<file path="config.mk">
export PLATFORM = sky130hd
export DESIGN_NAME = swrl_age_cmp
export DESIGN_NICKNAME = d
export VERILOG_FILES = /design/src/hdl/swrl_pkg.sv /design/src/hdl/swrl_age_cmp.sv
export SDC_FILE = /design/constraint.sdc
export NUM_CORES = 2
export LEC_CHECK = 0
export BUFFER_PORTS_ARGS = -buffer_cell sky130_fd_sc_hd__buf_2
export CAP_MARGIN = 20
export CORE_MARGIN = 3
export CORE_UTILIZATION = 50
export DETAILED_ROUTE_END_ITERATION = 10
export PLACE_DENSITY = 0.73
export SLEW_MARGIN = 5
export SYNTH_ARGS = -nofsm -noshare
export SYNTH_HDL_FRONTEND = slang
export SYNTH_SLANG_ARGS = --single-unit
export TNS_END_PERCENT = 30
</file>
<file path="constraint.sdc">
create_clock -name clk -period 17.5 [get_ports clk]
set_clock_uncertainty 0.15 [all_clocks]
set_input_delay 4.375 -clock clk [delete_from_list [all_inputs] [get_ports clk]]
set_output_delay 4.375 -clock clk [all_outputs]
set_load 0.01 [all_outputs]
</file>
<file path="src/hdl/swrl_pkg.sv">
// shared types, constants and helpers for the sliding window rate limiter
`timescale 1ns / 1ps
package swrl_pkg;

	localparam int USERS     = 16;
	localparam int DEPTH     = 8;
	localparam int TIME_BITS = 48;

	localparam int MS_PER_SECOND = 1000;

	// fixed field widths
	localparam int SLOT_IN_W  = 4;
	localparam int NOW_IN_W   = 48;
	localparam int LIMIT_W    = 4;
	localparam int CFG_DATA_W = 16;
	localparam int WIN_W      = 26;

	localparam int SLOT_W = (USERS > 1) ? $clog2(USERS) : 1;
	localparam int IDX_W  = (DEPTH > 1) ? $clog2(DEPTH) : 1;
	localparam int CNT_W  = $clog2(DEPTH + 1);
	localparam int CMP_W  = (TIME_BITS > WIN_W) ? TIME_BITS : WIN_W;
	localparam int LIM_W  = (CNT_W > LIMIT_W) ? CNT_W : LIMIT_W;

	// register values after reset
	localparam logic                  RST_ENABLE       = 1'b1;
	localparam logic [CFG_DATA_W-1:0] RST_WINDOW_S     = 16'd10;
	localparam logic [LIMIT_W-1:0]    RST_MAX_ACTIONS  = 4'd5;
	localparam logic [CFG_DATA_W-1:0] RST_MIN_INTERVAL = 16'd500;

	typedef logic [TIME_BITS-1:0] stamp_t;
	typedef logic [SLOT_W-1:0]    slot_t;
	typedef logic [IDX_W-1:0]     idx_t;
	typedef logic [CNT_W-1:0]     cnt_t;

	// one memory row holds a user's whole ring
	typedef struct packed {
		idx_t                   head;
		cnt_t                   count;
		stamp_t [DEPTH-1:0]     stamps;
	} row_t;

	typedef struct packed {
		logic [SLOT_IN_W-1:0] user_slot;
		logic [NOW_IN_W-1:0]  now_ms;
	} req_t;

	typedef enum logic [1:0] {
		VERDICT_OK          = 2'd0,
		VERDICT_TOO_SOON    = 2'd1,
		VERDICT_WINDOW_FULL = 2'd2
	} verdict_t;

	typedef struct packed {
		logic     allowed;
		verdict_t verdict;
	} rsp_t;

	typedef enum logic [1:0] {
		CFG_ENABLE       = 2'd0,
		CFG_WINDOW       = 2'd1,
		CFG_MAX_ACTIONS  = 2'd2,
		CFG_MIN_INTERVAL = 2'd3
	} cfg_idx_t;

	typedef enum logic [1:0] {
		ST_CLEAR,
		ST_IDLE,
		ST_CMP,
		ST_DEC
	} state_t;

	// per logical ring offset: older than the window; newest entry too recent
	typedef struct packed {
		logic [DEPTH-1:0] stale;
		logic             soon;
	} cmp_flags_t;

	typedef slot_t slot_lut_t [2**SLOT_IN_W];

	function automatic slot_lut_t build_slot_lut();
		slot_lut_t lut;
		for (int k = 0; k < 2**SLOT_IN_W; k++) begin
			lut[k] = SLOT_W'(k % USERS);
		end
		return lut;
	endfunction

	localparam slot_lut_t SLOT_LUT = build_slot_lut();

	// ring position wrap, valid for sum below twice the depth
	function automatic idx_t wrap_idx(input logic [CNT_W:0] sum);
		if (sum >= (CNT_W + 1)'(DEPTH)) begin
			return IDX_W'(sum - (CNT_W + 1)'(DEPTH));
		end
		return IDX_W'(sum);
	endfunction

endpackage

</file>
<file path="src/hdl/swrl_age_cmp.sv">
// parallel age compares over one ring row, registered flags
`timescale 1ns / 1ps
module swrl_age_cmp
	import swrl_pkg::*;
(
	input  logic                  clk,
	input  logic                  en,
	input  row_t                  row,
	input  stamp_t                now,
	input  logic [WIN_W-1:0]      window_ms,
	input  logic [CFG_DATA_W-1:0] min_interval,
	output cmp_flags_t            flags
);

	cmp_flags_t flags_q;
	cmp_flags_t flags_d;

	always_comb begin
		idx_t          lane_idx;
		stamp_t        age;
		idx_t          newest_idx;
		stamp_t        newest_age;
		logic [CNT_W:0] newest_sum;
		for (int k = 0; k < DEPTH; k++) begin
			lane_idx = wrap_idx((CNT_W + 1)'(row.head) + (CNT_W + 1)'(k));
			age = now - row.stamps[lane_idx];
			flags_d.stale[k] = CMP_W'(age) > CMP_W'(window_ms);
		end
		// newest stamp sits at offset count-1 from the old head
		if (row.count != '0) begin
			newest_sum = (CNT_W + 1)'(row.head) + (CNT_W + 1)'(row.count) - 1'b1;
		end else begin
			newest_sum = (CNT_W + 1)'(row.head);
		end
		newest_idx = wrap_idx(newest_sum);
		newest_age = now - row.stamps[newest_idx];
		flags_d.soon = (min_interval != '0) && (newest_age < TIME_BITS'(min_interval));
	end

	always_ff @(posedge clk) begin
		if (en) begin
			flags_q <= flags_d;
		end
	end

	assign flags = flags_q;

endmodule

</file>
# After elaboration in Yosys (flattened, before gate mapping)

Index checks and enable logic that the tools add are counted.

Multiplexer cells: 46
Reduce and logical (&&, ||, !) cells: 3
$lt $le $gt $ge: 27
$add $sub $neg: 27

Operators by type and width:

| cell                                                               | number |
|---|---|
| binary-select mux 48 bit (select 3 bit)                            | 9 |
| two-way mux 48 bit                                                 | 9 |
| subtractor 48 bit                                                  | 9 |
| greater-than comparator 48 x 26 -> 1 bit                           | 8 |
| two-way mux 3 bit                                                  | 18 |
| less-than comparator 48 x 16 -> 1 bit                              | 1 |
| less-than comparator 3 x 4 -> 1 bit (second input constant)        | 9 |
| greater-or-equal comparator 4 bit (second input constant)          | 7 |
| subtractor 3 x 1 -> 3 bit (second input constant)                  | 9 |
| adder 3 x 3 -> 4 bit (second input constant)                       | 4 |
| nonzero test 16 bit                                                | 1 |
| two-way mux 1 bit                                                  | 9 |
| adder 3 x 2 -> 4 bit (second input constant)                       | 2 |
| adder 3 x 4 -> 5 bit                                               | 1 |
| greater-or-equal comparator 5 x 4 -> 1 bit (second input constant) | 1 |
| two-way mux 5 bit                                                  | 1 |
| subtractor 5 x 1 -> 5 bit (second input constant)                  | 1 |
| adder 3 x 1 -> 4 bit (second input constant)                       | 1 |
| greater-or-equal comparator 3 x 4 -> 1 bit (second input constant) | 1 |
| nonzero test 4 bit                                                 | 1 |
| logical AND 1 bit                                                  | 1 |

Input bits: 483
Word-level logic and storage cells: 105
Register bits: 9
Output and inout bits: 9

# Depth between registers and ports, before layout

Word-level depth: 11
Gate-level depth with buffers: 39
Depth with buffers taken out: 32

# Worst setup path after synthesis

Ideal clock, no wire load.

Path type: input -> register
From: in row[389] (netlist name)
To: reg flags_q (netlist bit flags[8]) (data pin)
Setup slack: 4.036 ns
Data arrival time: 13.042 ns
Setup time: 0.272 ns
Stages on the path: 37
Cells stage by stage: clkbuf_1 -> buf_1 -> clkbuf_1 -> clkbuf_1 -> inv_1 -> ha_1 -> buf_1 -> buf_1 -> clkbuf_1 -> buf_1 -> mux4_2 -> mux2i_1 -> fa_1 -> a21o_1 -> a311oi_1 -> nor4_1 -> o2111ai_2 -> nand2_1 -> nand3_1 -> nand2_1 -> inv_1 -> o21ai_0 -> a21oi_1 -> xnor2_1 -> ha_1 -> nand3_1 -> nor3_1 -> nand3_1 -> nand2_1 -> nand3_1 -> nor3_2 -> o221ai_1 -> a211o_1 -> a2111oi_2 -> o2111ai_1 -> or4_1 -> or4_1

RTL lines:

| element                | RTL line           | source |
|---|---|---|
| start: declaration     | swrl_age_cmp.sv:8  | `input row_t row,` |
| end signal: assignment | swrl_age_cmp.sv:42 | `flags_q <= flags_d;` |
| end: declaration       | swrl_age_cmp.sv:15 | `cmp_flags_t flags_q;` |

==> flow_summary.toml <==
[final_layout]
fin_nets = 6681
drive_above_1_share_pct = 19.5
num-fill-cells = 8525
largest_reg_flops = 9
area_growth_pct = 7.56

[global_routing]
grt_pass1_wl_um = 315000
grt_usage_pct = 45.0
grt-ovfl-total = 0
grt_max_degree = 123
antenna_found_initial = 34
grt_pass1_vias = 46900

[clocking]
clkSlewWorstSetupHoldPaths_ps = 80
clock-sinks = 9
cts_buffer_depth = 2
post_cts_buffers = 0
h-tree-depth = 1
cts_buffers = 3
cts_hold_buf = 0
cts-resized-gates = 0
cts_root_buffer = "clkbuf_16"
cts_tree = "built"

[placement]
dp_hpwl_um = 187000
dp_slack_ps = 3540
portBuffers = 491
place.gp.congestion = 1.20

[synthesis]
synth_largest_area_cell = "mux4_2"
ys_seq_area_share_pct = 0.594
synth.distinct_cells = 97
synth_edf_count = 9
synth_commonest_cells = "651 x ha_1, 488 x a21oi_1, 480 x mux4_2"
synthesis.nets = 6433
syn_area_um2 = 45500
avgSynthCellArea_um2 = 8.60
yosys_warnings = 0
synthFlopType = "edfxtp_1"
syn_inst = 5290
synth-seq-cells = 9
netlist.area_leader.share_pct = 23.8
yosysMostFrequentCell = "ha_1"
synth.area.top_cells = "mux4_2 24%, ha_1 18%, mux2i_1 10%"
synth-async-reset-ratio_pct = 0

[floorplanning]
die_x_um = 308
initial_utilization_pct = 50.5
rows = 110
boundaryPins = 492
core-area_um2 = 90100
die-area_um2 = 94700
die_y_um = 308

[hold_path]
hold_end = "flags[5]"
hold_path_depth = 1
holdCritPathClass = "input pin to flip-flop"
worstHoldStart = "en"

[sta]
relSlewSlack_pct = 18.5
finalWorstSetupSlack_ps = 3660
finalCritPeriodShare_pct = 79.1
tightest_slew_ps = 1190
tns_ps = 0
setup_viol_count_final = 0
slew_violations = 0
rsz0062_at_grt = "no"
period_minus_slack_ps = 13840
max_freq_mhz = 72.3
hold_viol = 0

[worst_setup_path]
worstPathArrival_ps = 13700
critPathLaunchType = "input pin"
cp.required_ps = 17370
critPathMaxFanout = 73
crit_type = "input pin to flip-flop"
endpoint_kind = "flip-flop"

[route]
drc = 0
drtPass1Iterations = 8
vias = 50700
viasPerCell = 7.52
routed_wl_um = 224000
wire_per_inst_um = 33.2
drt_iter0_drc = 7148
ant_nets = 0

[status]
status = "complete, no violations"

[power_and_ir_drop]
peakVddDrop_v = 0.0000530
p_leak_nw = 21.4
powerDensity_nw_per_um2 = 80.7
fin_total_pwr_mw = 3.95

[job]
drv_cap = 0
## power by group
part	total, mW	internal [mW]	switching (mW)	leakage, nW
combinational	3.87	1.51	2.36	21.3
sequential	0.0254	0.0247	0.000661	0.0902
clock	0.0563	0.0314	0.0250	0.0383
## worst max path at each step
stage,startpoint,end,depth (start not counted)
5_1_grt,row[388],flags[8],30
4_1_cts,row[388],flags[8],30
2_1_floorplan,row[389],flags[8],37
3_3_place_gp,row[388],flags[8],30
6_report,row[388],flags[4],28
3_5_place_dp,row[388],flags[8],30
## final cells by class
| cell class | instances | area (µm²) | share of cell area (%) |
|---|---|---|---|
| Multi-Input combinational cell | 4823 | 43600 | 89.1 |
| Timing Repair Buffer | 532 | 2800 | 5.73 |
| Tap cell | 1176 | 1470 | 3.01 |
| Inverter | 169 | 634 | 1.30 |
| Sequential cell | 9 | 270 | 0.552 |
| Clock buffer | 4 | 78.8 | 0.161 |
| Antenna cell | 27 | 67.6 | 0.138 |
## metal layers
| layer | share of wire [%] | vias to the layer above | routed length (µm) | track usage, % |
|---|---|---|---|---|
| li1 | - | 21700 | - | - |
| met1 | 38 | 24700 | 84300 | 58.6 |
| met2 | 41 | 3766 | 90700 | 64.7 |
| met3 | 17 | 590 | 37700 | 21.6 |
| met4 | 4.6 | 26 | 10300 | 15.2 |
| met5 | 0.25 | - | 565 | 3.59 |
## cell usage in the layout, fill, tap and decap left out, drive strengths merged, types with 131 or more instances in the layout
| cell | Yosys | layout |
|---|---|---|
| a21o | 251 | 251 |
| a21oi | 490 | 490 |
| buf | 85 | 529 |
| ha | 651 | 651 |
| inv | 169 | 169 |
| mux2i | 456 | 456 |
| mux4 | 480 | 480 |
| nand2 | 334 | 334 |
| nand3 | 131 | 131 |
| nor2 | 274 | 274 |
| o21ai | 291 | 291 |
| xnor2 | 185 | 185 |
## kinds of logic after synthesis
group	share of synthesized area (%)
compound gates	23.2
simple gates	14.2
mux	34.0
fa+ha+maj	18.3
buf+inv	3.82
xor+xnor	5.91
flops	0.594
## through the flow
stage	instance area (µm²)	hold WS [ps]	std cells	util [%]
after detailed placement	48800	4640	6707	54.1
after global routing	48900	4450	6731	54.3
after global placement	48800	4640	6706	54.1
after floorplan	45500	4340	5290	-
after CTS	48900	4460	6711	54.2
final	48900	4440	6740	54.3
## worst max-delay path, stage by stage
cell	delay, ps
buf_8	500
inv_1	280
ha_4	270
xor2_4	700
buf_4	730
nand2_1	100
nand2_1	320
ha_1	240
inv_1	60
fa_1	430
a211oi_1	340
o21ai_0	150
a221oi_1	520
o31ai_1	230
a311oi_2	580
o21ai_1	200
xor2_1	190
ha_1	310
nand4_1	200
nor4_1	470
nand2_1	190
o221a_2	220
a2111oi_0	420
o211ai_1	140
or4_1	490
nor4_1	340
o211ai_1	170
or4_1	410
No activity file was read; power rests on OpenSTA's default activity.
